$ cat config.mk
export PLATFORM = sky130hd
export DESIGN_NAME = atsl_ctrl
export DESIGN_NICKNAME = d
export VERILOG_FILES = /design/src/hdl/address_to_symbol_lookup_macros.svh /design/src/hdl/atsl_pkg.sv /design/src/hdl/atsl_ctrl.sv
export SDC_FILE = /design/constraint.sdc
export NUM_CORES = 1
export LEC_CHECK = 0
export BUFFER_PORTS_ARGS = -buffer_cell sky130_fd_sc_hd__buf_2
export CAP_MARGIN = 30
export CORE_AREA = 4 4 41 43
export CTS_CLUSTER_SIZE = 25
export DETAILED_ROUTE_END_ITERATION = 10
export DIE_AREA = 0 0 45 47
export PLACE_DENSITY = 0.37
export SYNTH_ARGS = -nofsm -noshare
export SYNTH_HDL_FRONTEND = slang
export SYNTH_SLANG_ARGS = --single-unit
export TNS_END_PERCENT = 10
$ cat constraint.sdc
create_clock -name clk -period 2.5 [get_ports clk]
set_clock_uncertainty 0.05 [all_clocks]
set_input_delay 0.25 -clock clk [delete_from_list [all_inputs] [get_ports clk]]
set_output_delay 0.25 -clock clk [all_outputs]
set_load 0.01 [all_outputs]
$ cat src/hdl/address_to_symbol_lookup_macros.svh
// assertion macros used by the address to symbol lookup top level
`ifndef ADDRESS_TO_SYMBOL_LOOKUP_MACROS_SVH
`define ADDRESS_TO_SYMBOL_LOOKUP_MACROS_SVH

// antecedent holds in a cycle, consequent holds in the same cycle
`define ATSL_ASSERT_SAME(label, clk, rst_n, ante, cons) \
	label: assert property (@(posedge clk) disable iff (!rst_n) (ante) |-> (cons)) \
		else $error("atsl same-cycle check failed");

// antecedent holds in a cycle, consequent holds in the next cycle
`define ATSL_ASSERT_NEXT(label, clk, rst_n, ante, cons) \
	label: assert property (@(posedge clk) disable iff (!rst_n) (ante) |=> (cons)) \
		else $error("atsl next-cycle check failed");

`endif

$ cat src/hdl/atsl_pkg.sv
// shared types, codes and field layout of the address to symbol lookup
package atsl_pkg;

	localparam int MAX_SYMBOLS_DEF = 1024;

	// input field widths
	localparam int INDEX_W   = 10;
	localparam int ADDR_W    = 64;
	localparam int TYPE_W    = 4;
	localparam int SECTION_W = 16;
	localparam int NAME_W    = 32;
	localparam int COUNT_W   = 11;
	localparam int REG_IDX_W = 2;
	localparam int CFG_W     = 32;

	// slave tdata layout, lowest bit first
	localparam int IN_INDEX_LO   = 0;
	localparam int IN_START_LO   = IN_INDEX_LO + INDEX_W;
	localparam int IN_LENGTH_LO  = IN_START_LO + ADDR_W;
	localparam int IN_TYPE_LO    = IN_LENGTH_LO + ADDR_W;
	localparam int IN_SECTION_LO = IN_TYPE_LO + TYPE_W;
	localparam int IN_NAME_LO    = IN_SECTION_LO + SECTION_W;
	localparam int IN_QUERY_LO   = IN_NAME_LO + NAME_W;
	localparam int IN_USED_W     = IN_QUERY_LO + ADDR_W;
	localparam int IN_DATA_W     = ((IN_USED_W + 7) / 8) * 8;

	// master tdata layout, lowest bit first
	localparam int OUT_NAME_LO   = 0;
	localparam int OUT_OFFSET_LO = OUT_NAME_LO + NAME_W;
	localparam int OUT_USED_W    = OUT_OFFSET_LO + ADDR_W;
	localparam int OUT_DATA_W    = ((OUT_USED_W + 7) / 8) * 8;

	// table word layout
	localparam int ENT_START_LO  = 0;
	localparam int ENT_LENGTH_LO = ENT_START_LO + ADDR_W;
	localparam int ENT_NAME_LO   = ENT_LENGTH_LO + ADDR_W;
	localparam int ENT_ELIG_BIT  = ENT_NAME_LO + NAME_W;
	localparam int ENTRY_W       = ENT_ELIG_BIT + 1;

	// operation codes
	localparam logic OP_LOAD    = 1'b0;
	localparam logic OP_RESOLVE = 1'b1;

	// symbol codes
	localparam logic [TYPE_W-1:0]    TYPE_FUNC     = 4'd2;
	localparam logic [SECTION_W-1:0] SECTION_UNDEF = 16'd0;

	// register indexes
	localparam logic [REG_IDX_W-1:0] REG_TABLE_READY = 2'd0;
	localparam logic [REG_IDX_W-1:0] REG_SYMBOL_CNT  = 2'd1;
	localparam logic [REG_IDX_W-1:0] REG_NAME_BOUND  = 2'd2;

	typedef enum logic [3:0] {
		ST_IDLE   = 4'b0001,
		ST_SCAN   = 4'b0010,
		ST_DRAIN  = 4'b0100,
		ST_FINISH = 4'b1000
	} state_t;

	typedef struct packed {
		logic load_wr;
		logic query_ld;
		logic rd_en;
		logic out_ld;
	} cmd_t;

	typedef struct packed {
		logic op_resolve;
		logic scan_skip;
		logic scan_last;
		logic out_free;
	} stat_t;

endpackage

$ cat src/hdl/atsl_ctrl.sv
// controller state machine for loads and table scans
module atsl_ctrl (
	input  logic            clk,
	input  logic            arst_n,
	input  logic            s_valid,
	output logic            s_ready,
	input  atsl_pkg::stat_t stat,
	output atsl_pkg::cmd_t  cmd
);

	atsl_pkg::state_t state_q;
	atsl_pkg::state_t state_d;
	logic             accept;

	assign s_ready = (state_q == atsl_pkg::ST_IDLE);
	assign accept  = s_valid && s_ready;

	always_comb begin
		state_d = state_q;
		cmd     = '0;
		unique case (state_q)
			atsl_pkg::ST_IDLE: begin
				if (accept) begin
					if (stat.op_resolve) begin
						cmd.query_ld = 1'b1;
						state_d = stat.scan_skip ? atsl_pkg::ST_FINISH : atsl_pkg::ST_SCAN;
					end else begin
						cmd.load_wr = 1'b1;
					end
				end
			end
			atsl_pkg::ST_SCAN: begin
				cmd.rd_en = 1'b1;
				if (stat.scan_last) begin
					state_d = atsl_pkg::ST_DRAIN;
				end
			end
			// last read word is compared in this cycle
			atsl_pkg::ST_DRAIN: begin
				state_d = atsl_pkg::ST_FINISH;
			end
			atsl_pkg::ST_FINISH: begin
				if (stat.out_free) begin
					cmd.out_ld = 1'b1;
					state_d = atsl_pkg::ST_IDLE;
				end
			end
			default: begin
				state_d = atsl_pkg::ST_IDLE;
			end
		endcase
	end

	always_ff @(posedge clk or negedge arst_n) begin
		if (!arst_n) begin
			state_q <= atsl_pkg::ST_IDLE;
		end else begin
			state_q <= state_d;
		end
	end

endmodule

=== Yosys cells after proc, flatten, opt, wreduce, memory -nomap -nowiden ===
Index checks and enable logic that the tools add are counted.

* Reductions and logical operators: 2
* Multiplexer cells: 13
* Eq/ne operators: 8

{| class="wikitable"
|+ Operator list
! operator !! number
|-
| 4-bit two-way mux || 5
|-
| 4-bit case mux with 4 select lines || 1
|-
| 1-bit two-way mux || 5
|-
| 4-bit by 1-bit == test with 1-bit output (second input constant) || 1
|-
| 4-bit by 2-bit == test with 1-bit output (second input constant) || 1
|-
| 4-bit by 3-bit == test with 1-bit output (second input constant) || 1
|-
| 4-bit == test (second input constant) || 1
|-
| 2-bit two-way mux || 2
|-
| 2-bit by 1-bit != test with 1-bit output (second input constant) || 2
|-
| 2-bit != test (second input constant) || 2
|-
| 4-bit AND reduction || 1
|-
| 1-bit logical AND || 1
|}

* Word-level logic and storage cells: 24
* Input port bits: 7
* Register bits: 4
* Output and inout bits: 5

=== Depth between registers and ports, before layout ===
Gate-level depths: netlist of run 1.

* Depth after elaboration: 4
* Mapped depth: 4
* Depth with buffers taken out: 4

=== Worst setup path after synthesis of run 1 ===
Ideal clock, no wire load.

* Kind: register to output
* Start point: reg state_q[0]
* End point: out cmd[2] in the netlist's numbering
* Buffers on the path: 0
* Data required time: 2200 ps
* Cell stages (with the launch flop): 4
* Arrival time: 1190 ps
* Path slack: 1010 ps
* Cells stage by stage: dfstp_2 > nor4b_2 > nand3_1 > inv_2

{| class="wikitable"
|+ RTL lines
! element !! line !! text
|-
| from (decl) || atsl_ctrl.sv:11 || <nowiki>atsl_pkg::state_t state_q;</nowiki>
|-
| from (signal assigned) || atsl_ctrl.sv:56 || <nowiki>state_q <= atsl_pkg::ST_IDLE;</nowiki>
|-
| from (signal assigned) || atsl_ctrl.sv:58 || <nowiki>state_q <= state_d;</nowiki>
|-
| to (decl) || atsl_ctrl.sv:8 || <nowiki>output atsl_pkg::cmd_t cmd</nowiki>
|}

==> impl_metrics.csv, run 1 <==
group,metric,value,unit
critical_path,critPathMaxStageDelay,550,ps
status,outcome,"complete, no violations",
grt,grt_antenna_before_repair,0,
sta,rsz0062_at_grt,"false",
die,die_w,45,um
clock_network,cts_made_buffers,3,
critical_path,crit_fanout,4,
critical_path,start_kind,"flip-flop",
placed_design,portBuffers,11,
synth,netlist.area_leader.share,0.351,
placed_design,dp_slack,963,ps
die,rows,13,
power,power.total,0.194,mW
grt,grt_pass1_vias,236,
power,leakagePower,0.159,nW
worst_hold_path,holdPathStages,2,
synth,synthAdderAreaFrac,0,
grt,use_met3,0.0153,
placed_design,globalplace.congestion,0.668,
synth,synth-simple-area-share,0.368,
routing,vias_per_cell,4.20,
synth,ys_ff_latch,4,
synth,syn_area_per_cell,10.7,um^2
synth,ys_seq_area_frac,0.474,
clock_network,ctsLongestPathBuffers,2,
synth,synth-compound-area-share,0.123,
die,design.core.area,0.00130,mm^2
critical_path,critPathCaptureType,"output port",
final_layout,reg_top3,"state_q x4",
synth,synthTopCellsByArea,"dfrtp_1 (35%), nor4b_2 (14%), dfstp_2 (12%)",
synth,synthesis.nets,27,
synth,yosysTopAreaCell,"dfrtp_1",
clock_network,cts_tree,"built",
routing,drcViolationCount,0,
routing,drt-initial-drc-count,2,
final_layout,diodes,0,
final_layout,largest-register,"state_q",
die,die_height,47,um
routing,drt_first_pass_iters,3,
sta,drv_slew,0,
clock_network,clk-insertion-delay-late,240,ps
final_layout,nets,44,
final_layout,final_common_cell,"buf_2",
grt,grt_pass1_wl,910,um
job,maxCapViolations,0,
clock_network,h-tree-depth,1,
clock_network,cts_sinks,4,
power,ir_worst_vdd,0.185,mV
synth,synth_top_family_by_area,"simple AND/OR/NAND/NOR gates",
power,powerDensity,597,mW/mm^2
grt,met2_usage,0.0876,
sta,relSlewSlack,0.753,
routing,wl,497,um
sta,period_minus_slack,1780,ps
synth,synth_area,214,um^2
grt,busiest_layer,"met4",
critical_path,ff2ff_path_depth,4,
synth,ys_warn_count,0,
grt,use_met1,0.0690,
die,start_util,0.164,
final_layout,area_delta_synth_final,51.5,%
sta,tns,0,ps
synth,synthMuxAreaShare,0,
sta,clock.fmax,563,MHz
critical_path,cp.arrival,1480,ps
sta,hold_viol_final,0,
die,io_pins,12,
worst_hold_path,hold_path_class,"in2reg",
sta,worstMarginPinSlew,369,ps
critical_path,crit_slowest_cell,"dfstp_2",
critical_path,path_cells,"nor4b_2 > nand3_1 > inv_2 > buf_2",
grt,grt_use_total,0.0658,
sta,hold_ws,150,ps
clock_network,cts_root_buffer,"clkbuf_4",
routing,postRouteAntennaNets,0,
die,fp.dieArea,0.00212,mm^2
critical_path,critPathKind,"reg2out",
clock_network,ctsResizeCount,0,
final_layout,fill_cells,152,
grt,grt-ovfl-total,0,
final_layout,drive_gt1_frac,0.528,
final_layout,largest_reg_flops,4,
final_layout,final_cell_mix,"buf_2 (11), clkbuf_4 (3), dfrtp_1 (3)",
clock_network,clkSlewWorstSetupHoldPaths,40,ps
placed_design,dpl.hpwl,387,um
sta,setup_viol,0,
routing,vias,214,
synth,yosys.area_share.xor_xnor,0,
critical_path,cp.required,2200,ps
synth,synth_cell_type_count,16,
sta,post-route-period-util,0.711,
grt,grt_max_degree,6,
synth,synthCells,20,
sta,fin_ws,724,ps
routing,wl_per_cell,9.75,um
-- routing by layer --
layer	vias to the layer above	wire [um]
met2	9	223
met5	-	0
met1	97	195
li1	104	-
met3	4	50
met4	0	27
-- cell usage after synthesis (all sizes together) --
cell type  count
nor2           1
o22ai          1
dfrtp          3
nand2          2
dfstp          1
nand2b         1
nor4           1
nor4b          2
nor3           1
a211oi         1
and2           1
nand3          1
or3b           1
a21o           1
inv            2
-- cell type report --
class                      instances  area [um^2]  share of cell area
sequential                         4          101               0.313
inverter                           2         7.51              0.0232
clock buffer                       4         26.3              0.0811
multi-input combinational         14          105               0.324
tap                               15         18.8              0.0579
timing repair buffer              12         65.1               0.201
-- through the flow --
stage           util  cells  area [um^2]
2_1_floorplan      -     20          214
4_1_cts        0.249     51          324
5_1_grt        0.249     51          324
6_report       0.249     51          324
3_5_place_dp   0.221     46          288
3_3_place_gp   0.221     46          288
-- cells by family after synthesis --
| family | count (synthesis) |
|---|---|
| simple gates | 11 |
| flops | 4 |
| buf+inv | 2 |
| compound gates | 3 |
-- final timing paths --
| kind | slack [ps] | end | from |
|---|---|---|---|
| max | 720 | cmd[2] | state_q[0] |
| min | 150 | state_q[1] | stat[2] |
| max reg2reg | 1170 | state_q[3] | state_q[0] |
| min reg2reg | 590 | state_q[0] | state_q[0] |
| max in group asynchronous | 1900 | state_q[0] | arst_n |
| min in group asynchronous | 290 | state_q[3] | arst_n |
-- report_power, final --
group | switching [mW] | internal, mW
combinational | 0.0145 | 0.0154
sequential | 0.00478 | 0.0700
clock | 0.0288 | 0.0601
-- critical path: cells and delay by family, from the launching register on --
| kind | cells | cell delay [ps] |
|---|---|---|
| buf+inv | 2 | 210 |
| simple gates | 2 | 470 |
| flops | 1 | 550 |
-- what timing repair did --
item | 4_1_cts | 5_1_grt
buffers inserted | 0 | 0
hold buffers | 1 | 0
endpoints found under the hold margin | 4 | 0
Power figures use the tool's default switching activity.
==> inputs of run 2 (changes only) <==
--- a/config.mk
+++ b/config.mk
@@ -5,13 +5,14 @@
 export SDC_FILE = /design/constraint.sdc
 export NUM_CORES = 1
 export LEC_CHECK = 0
+export ABC_AREA = 1
 export BUFFER_PORTS_ARGS = -buffer_cell sky130_fd_sc_hd__buf_2
 export CAP_MARGIN = 30
 export CORE_AREA = 4 4 41 43
 export CTS_CLUSTER_SIZE = 25
 export DETAILED_ROUTE_END_ITERATION = 10
 export DIE_AREA = 0 0 45 47
-export PLACE_DENSITY = 0.37
+export PLACE_DENSITY = 0.43
 export SYNTH_ARGS = -nofsm -noshare
 export SYNTH_HDL_FRONTEND = slang
 export SYNTH_SLANG_ARGS = --single-unit
==> constraint.sdc (replaced) <==
create_clock -name clk -period 1.48 [get_ports clk]
set_clock_uncertainty 0.05 [all_clocks]
set_input_delay 0.148 -clock clk [delete_from_list [all_inputs] [get_ports clk]]
set_output_delay 0.148 -clock clk [all_outputs]
set_load 0.01 [all_outputs]
==> run 2 against run 1 <==
  * Cell area is 35% higher
  * Sequential share of layout area decreased by 8.1 points
  * Highest routed layer unchanged
  * Largest power group is now combinational cells
  * Die area stayed put
  * Via count grew 51%
  * Critical path type unchanged
  * Utilization increased by 8.7 points
  * Largest cell class unchanged
  * Critical endpoint is now cmd[3]
==> impl_metrics.csv, run 2 <==
group,metric,value,unit
status,outcome,"complete, no violations",
worst_hold_path,hold_path_class,"in2reg",
sta,relSlewSlack,0.869,
critical_path,ff2ff_path_depth,8,
job,maxCapViolations,0,
final_layout,drive_gt1_frac,0.438,
grt,grt_use_total,0.0801,
critical_path,crit_fanout,3,
final_layout,diodes,0,
critical_path,crit-reg2reg-launch,"state_q[0]",
sta,period_minus_slack,1470,ps
power,p_clk_frac,0.149,
routing,postRouteAntennaNets,0,
sta,setup_viol,0,
die,start_util,0.201,
placed_design,globalplace.congestion,0.765,
critical_path,ff2ff_setup_slack,100,ps
clock_network,cts_made_buffers,3,
grt,grt_max_degree,5,
clock_network,clk-insertion-delay-late,240,ps
final_layout,final_cell_mix,"buf_2 (11), nor2_1 (8), inv_1 (7), nand2_1 (7), buf_4 (7)",
clock_network,cts_root_buffer,"clkbuf_4",
power,p_switching,0.418,mW
critical_path,cp.required,1280,ps
worst_hold_path,min_to,"state_q[1]",
grt,grt_antenna_before_repair,0,
routing,wl_per_cell,9.59,um
grt,grt_pass1_vias,284,
synth,synth_enable_flop_cells,0,
sta,worstMarginPinSlew,195,ps
routing,drt_first_pass_iters,4,
sta,hold_viol_final,0,
synth,ys_warn_count,0,
routing,drt-initial-drc-count,7,
die,rows,13,
synth,yosysTopAreaCell,"dfrtp_1",
sta,clock.fmax,678,MHz
critical_path,critPathCaptureType,"output port",
critical_path,path_cells,"inv_2 > nor2_4 > nand2_2 > inv_2 > nand2_1 > nor2_1 > buf_2",
synth,ys_seq_area_frac,0.388,
synth,yosysMostFrequentCell,"inv_1",
critical_path,crit_top_cell,"inv_2",
critical_path,critPathMaxStageDelay,520,ps
critical_path,critPathKind,"reg2out",
grt,grt-ovfl-total,0,
power,leakagePower,0.269,nW
worst_hold_path,min_from,"stat[2]",
final_layout,area_delta_synth_final,67.0,%
sta,post-route-period-util,0.996,
sta,drv_slew,0,
routing,wl,758,um
synth,async_flop_share,1.00,
final_layout,largest-register,"state_q",
critical_path,crit_slowest_cell,"dfstp_2",
final_layout,final_area,437,um^2
clock_network,ctsLongestPathBuffers,2,
clock_network,h-tree-depth,1,
die,design.core.area,0.00130,mm^2
power,powerDensity,2300,mW/mm^2
placed_design,dpl.hpwl,529,um
power,switching_share,0.416,
sta,rsz0062_at_grt,"true",
critical_path,cp.arrival,1280,ps
die,io_pins,12,
synth,ys_ff_latch,4,
routing,drcViolationCount,0,
routing,vias_per_cell,4.10,
clock_network,clkSlewWorstSetupHoldPaths,30,ps
power,ir_worst_vdd,0.889,mV
synth,synth_top_flop_cell,"dfrtp_1",
critical_path,r2r-end,"state_q[1]",
die,die_height,47,um
worst_hold_path,holdPathStages,4,
power,p_seq_frac,0.204,
synth,synthesis.nets,48,
synth,synthCells,41,
critical_path,start_kind,"flip-flop",
die,die_w,45,um
final_layout,reg_top3,"state_q x4",
sta,tns,0,ps
final_layout,final_common_cell,"buf_2",
die,fp.dieArea,0.00212,mm^2
synth,synth_cell_type_count,10,
placed_design,portBuffers,11,
grt,grt_pass1_wl,1100,um
power,p_int,0.585,mW
synth,syn_area_per_cell,6.38,um^2
placed_design,placed_area,343,um^2
clock_network,cts_sinks,4,
routing,vias,324,
final_layout,nets,72,
synth,synthTopCellsByArea,"dfrtp_1 (29%), nand3_1 (13%), inv_1 (13%)",
final_layout,largest_reg_flops,4,
clock_network,cts_tree,"built",
synth,netlist.area_leader.share,0.287,
synth,synth_area,262,um^2
synth,synth_common_cells,"inv_1 (9), nand2_1 (8), nor2_1 (8), nand3_1 (7), dfrtp_1 (3)",
power,combPwrFrac,0.647,
-- run 2: cell count changes after synthesis, moves of 2 or more --
| cell | before | now |
|---|---|---|
| nor4b_2 | 2 | 0 |
| inv_1 | 1 | 9 |
| nand2_1 | 2 | 8 |
| nor2_2 | 0 | 2 |
| nand3_1 | 1 | 7 |
| nor2_1 | 1 | 8 |
-- run 2: worst max-delay path: cells and delay by family (launching register included) --
family	cells	cell delay (ps)
buffers and inverters	3	230
flip-flops	1	520
AND/OR/NAND/NOR	4	290
-- run 2: worst max path at each step --
stage,start,endpoint,cells past startpoint,slack [ps]
2_1_floorplan,state_q[0],cmd[3],6,190
3_3_place_gp,state_q[0],cmd[3],7,190
3_5_place_dp,state_q[0],cmd[3],7,160
4_1_cts,state_q[0],cmd[3],7,-10
5_1_grt,state_q[0],cmd[3],7,-90
6_report,state_q[0],cmd[3],7,6
-- run 2: layout make-up --
cell class                      count  area (um^2)
Fill cell                         153          865
Multi-Input combinational cell     28          139
Timing Repair Buffer               19          118
Sequential cell                     4          101
Inverter                            9         33.8
Clock buffer                        4         26.3
Tap cell                           15         18.8
-- run 2: through the flow --
step	worst slack, ps	hold WS [ps]	total power [mW]	std cells	util
3_3_place_gp	189	-91.0	0.638	68	0.263
5_1_grt	-89.1	156	1.11	79	0.336
6_report	5.71	166	1.00	79	0.336
4_1_cts	-10.3	155	0.947	78	0.326
2_1_floorplan	192	-198	0.490	41	-
3_5_place_dp	163	-93.2	0.625	68	0.263
-- run 2: kinds of logic (layout without fill, tap and decap cells) --
family	count (synthesis)	in the layout	share of synthesized area
compound gates	2	2	0.0478
buf+inv	9	32	0.129
flops	4	4	0.388
simple gates	26	26	0.435
-- run 2: metal layers --
layer | vias up | global-route usage | part of all wire
li1 | 172 | - | -
met4 | 0 | 0.0351 | 0.011
met5 | - | 0 | 0
met3 | 2 | 0.0690 | 0.086
met1 | 140 | 0.0782 | 0.41
met2 | 10 | 0.121 | 0.49
-- run 2: repair_timing --
action,4_1_cts,5_1_grt
endpoints found under the setup margin,1,5
pin swaps,2,2
hold buffers,1,0
buffers inserted,5,1
gates resized for setup,4,1
endpoints found under the hold margin,4,0
-- run 2: power groups by stage --
stage	logic, mW	clock network [mW]	registers (mW)
6_report	0.649	0.149	0.205
5_1_grt	0.730	0.171	0.207
4_1_cts	0.587	0.156	0.203
3_5_place_dp	0.423	0	0.202
3_3_place_gp	0.436	0	0.201
2_1_floorplan	0.294	0	0.196
==> inputs of run 3 (changes only) <==
--- a/config.mk
+++ b/config.mk
@@ -5,14 +5,14 @@
 export SDC_FILE = /design/constraint.sdc
 export NUM_CORES = 1
 export LEC_CHECK = 0
-export ABC_AREA = 1
+export ABC_AREA = 0
 export BUFFER_PORTS_ARGS = -buffer_cell sky130_fd_sc_hd__buf_2
 export CAP_MARGIN = 30
 export CORE_AREA = 4 4 41 43
 export CTS_CLUSTER_SIZE = 25
 export DETAILED_ROUTE_END_ITERATION = 10
 export DIE_AREA = 0 0 45 47
-export PLACE_DENSITY = 0.43
+export PLACE_DENSITY = 0.39
 export SYNTH_ARGS = -nofsm -noshare
 export SYNTH_HDL_FRONTEND = slang
 export SYNTH_SLANG_ARGS = --single-unit
==> constraint.sdc (replaced) <==
create_clock -name clk -period 1.48 [get_ports clk]
set_clock_uncertainty 0.05 [all_clocks]
set_input_delay 0.074 -clock clk [delete_from_list [all_inputs] [get_ports clk]]
set_output_delay 0.074 -clock clk [all_outputs]
set_load 0.01 [all_outputs]
==> run 3 against run 2 <==
  * Power down 65%
  * Utilization shrank 3.8 points
  * First-iteration DRC count fell by 100%
  * Final cell count fell by 29%
  * Combinational power fell by 88%
  * Largest power group is now clock
  * Maximum frequency is 1.9% higher
==> impl_metrics.csv, run 3 (synthesis gave the netlist of run 1 again) <==
group,metric,value,unit
status,outcome,"complete, no violations",
routing,vias_per_cell,4.20,
critical_path,crit_fanout,3,
grt,grt_pass1_wl,993,um
grt,grt_use_total,0.0688,
clock_network,cts_sinks,4,
routing,drcViolationCount,0,
clock_network,ctsLongestPathBuffers,2,
die,start_util,0.164,
final_layout,final_area,387,um^2
routing,postRouteAntennaNets,0,
power,powerDensity,904,mW/mm^2
sta,relSlewSlack,0.747,
job,maxCapViolations,0,
die,io_pins,12,
placed_design,dpl.hpwl,436,um
clock_network,h-tree-depth,1,
routing,vias,235,
sta,worstMarginPinSlew,378,ps
placed_design,portBuffers,11,
final_layout,final_util,0.297,
power,leakagePower,0.193,nW
critical_path,start_kind,"flip-flop",
sta,setup_viol,0,
grt,grt-ovfl-total,0,
placed_design,globalplace.congestion,0.653,
die,rows,13,
clock_network,clkSlewWorstSetupHoldPaths,40,ps
grt,grt_pass1_vias,259,
final_layout,fill_cells,149,
clock_network,cts_root_buffer,"clkbuf_4",
final_layout,nets,49,
routing,wl,565,um
clock_network,clk-insertion-delay-late,240,ps
critical_path,cp.required,1360,ps
sta,period_minus_slack,1450,ps
final_layout,largest-register,"state_q",
sta,drv_slew,0,
final_layout,drive_gt1_frac,0.561,
clock_network,cts_made_buffers,3,
die,design.core.area,0.00130,mm^2
final_layout,final_common_cell,"buf_2",
critical_path,crit_slowest_cell,"dfstp_2",
routing,wl_per_cell,10.1,um
sta,post-route-period-util,0.978,
die,fp.dieArea,0.00212,mm^2
critical_path,path_cells,"nor4b_4 > nand3_2 > inv_2 > buf_6",
critical_path,critPathCaptureType,"output port",
sta,rsz0062_at_grt,"true",
sta,hold_viol_final,0,
final_layout,multiInputGateArea,119,um^2
critical_path,critPathMaxStageDelay,540,ps
final_layout,diodes,0,
die,die_w,45,um
clock_network,cts_tree,"built",
placed_design,placed_area,288,um^2
grt,grt_max_degree,6,
die,die_height,47,um
critical_path,cp.arrival,1320,ps
final_layout,reg_top3,"state_q x4",
power,ir_worst_vdd,0.361,mV
sta,clock.fmax,691,MHz
routing,drt-initial-drc-count,0,
routing,drt_first_pass_iters,1,
final_layout,final_cell_mix,"buf_2 (10), clkbuf_4 (3), dlygate4sd3_1 (3), buf_4 (3), dfrtp_1 (3)",
final_layout,largest_reg_flops,4,
worst_hold_path,hold_path_class,"in2async",
critical_path,critPathKind,"reg2out",
grt,grt_antenna_before_repair,0,
final_layout,seqCellArea,101,um^2
final_layout,area_delta_synth_final,80.7,%
## run 3: final timing paths
| kind | startpoint | end | slack (ps) | cells after the start |
|---|---|---|---|---|
| max | state_q[0] | cmd[2] | 30 | 4 |
| max in group asynchronous | arst_n | state_q[0] | 1050 | 2 |
| min reg2reg | state_q[1] | state_q[0] | 640 | 2 |
| min in group clk | stat[3] | state_q[0] | 180 | 5 |
| min | arst_n | state_q[2] | 120 | 2 |
| max reg2reg | state_q[2] | state_q[3] | 150 | 3 |
## run 3: worst max-delay path: cells and delay by family, from the launching register on
kind / cells / cell delay [ps]
buf+inv: 2 / 180
flops: 1 / 540
simple gates: 2 / 380
## run 3: area by class of cell
| cell class | instances | share of cell area |
|---|---|---|
| Clock buffer | 4 | 0.0680 |
| Inverter | 2 | 0.0194 |
| Multi-Input combinational cell | 14 | 0.307 |
| Sequential cell | 4 | 0.262 |
| Tap cell | 15 | 0.0485 |
| Timing Repair Buffer | 17 | 0.294 |
## run 3: power breakdown
part           leakage [nW]  internal [mW]  switching [mW]  total [mW]
Combinational         0.127         0.0446          0.0304      0.0750
Sequential           0.0517          0.118         0.00845       0.127
Clock                0.0150          0.101          0.0467       0.148
Total                 0.193          0.264          0.0856       0.350
## run 3: layer usage
metal / share of wire / global-route usage
met5: 0 / 0
met4: 0 / 0.0526
met3: 0.073 / 0.0268
met2: 0.56 / 0.113
met1: 0.37 / 0.0708
## run 3: through the flow
stage | setup TNS, ps | std cells | hold WS [ps] | total power [mW] | setup slack, ps
3_5_place_dp | 0 | 46 | -168 | 0.177 | 150
5_1_grt | -184 | 56 | 147 | 0.375 | -94.2
3_3_place_gp | 0 | 46 | -170 | 0.176 | 154
2_1_floorplan | 0 | 20 | -272 | 0.153 | 67.5
6_report | 0 | 56 | 120 | 0.350 | 32.8
4_1_cts | 0 | 56 | 117 | 0.354 | 10.7
## run 3: what timing repair did
item | in CTS | in global routing
setup buffers | 3 | 0
setup endpoints to repair | 2 | 3
hold endpoints to repair | 5 | 0
hold buffers | 3 | 0
pin swaps | 1 | 1
resized for setup | 2 | 1
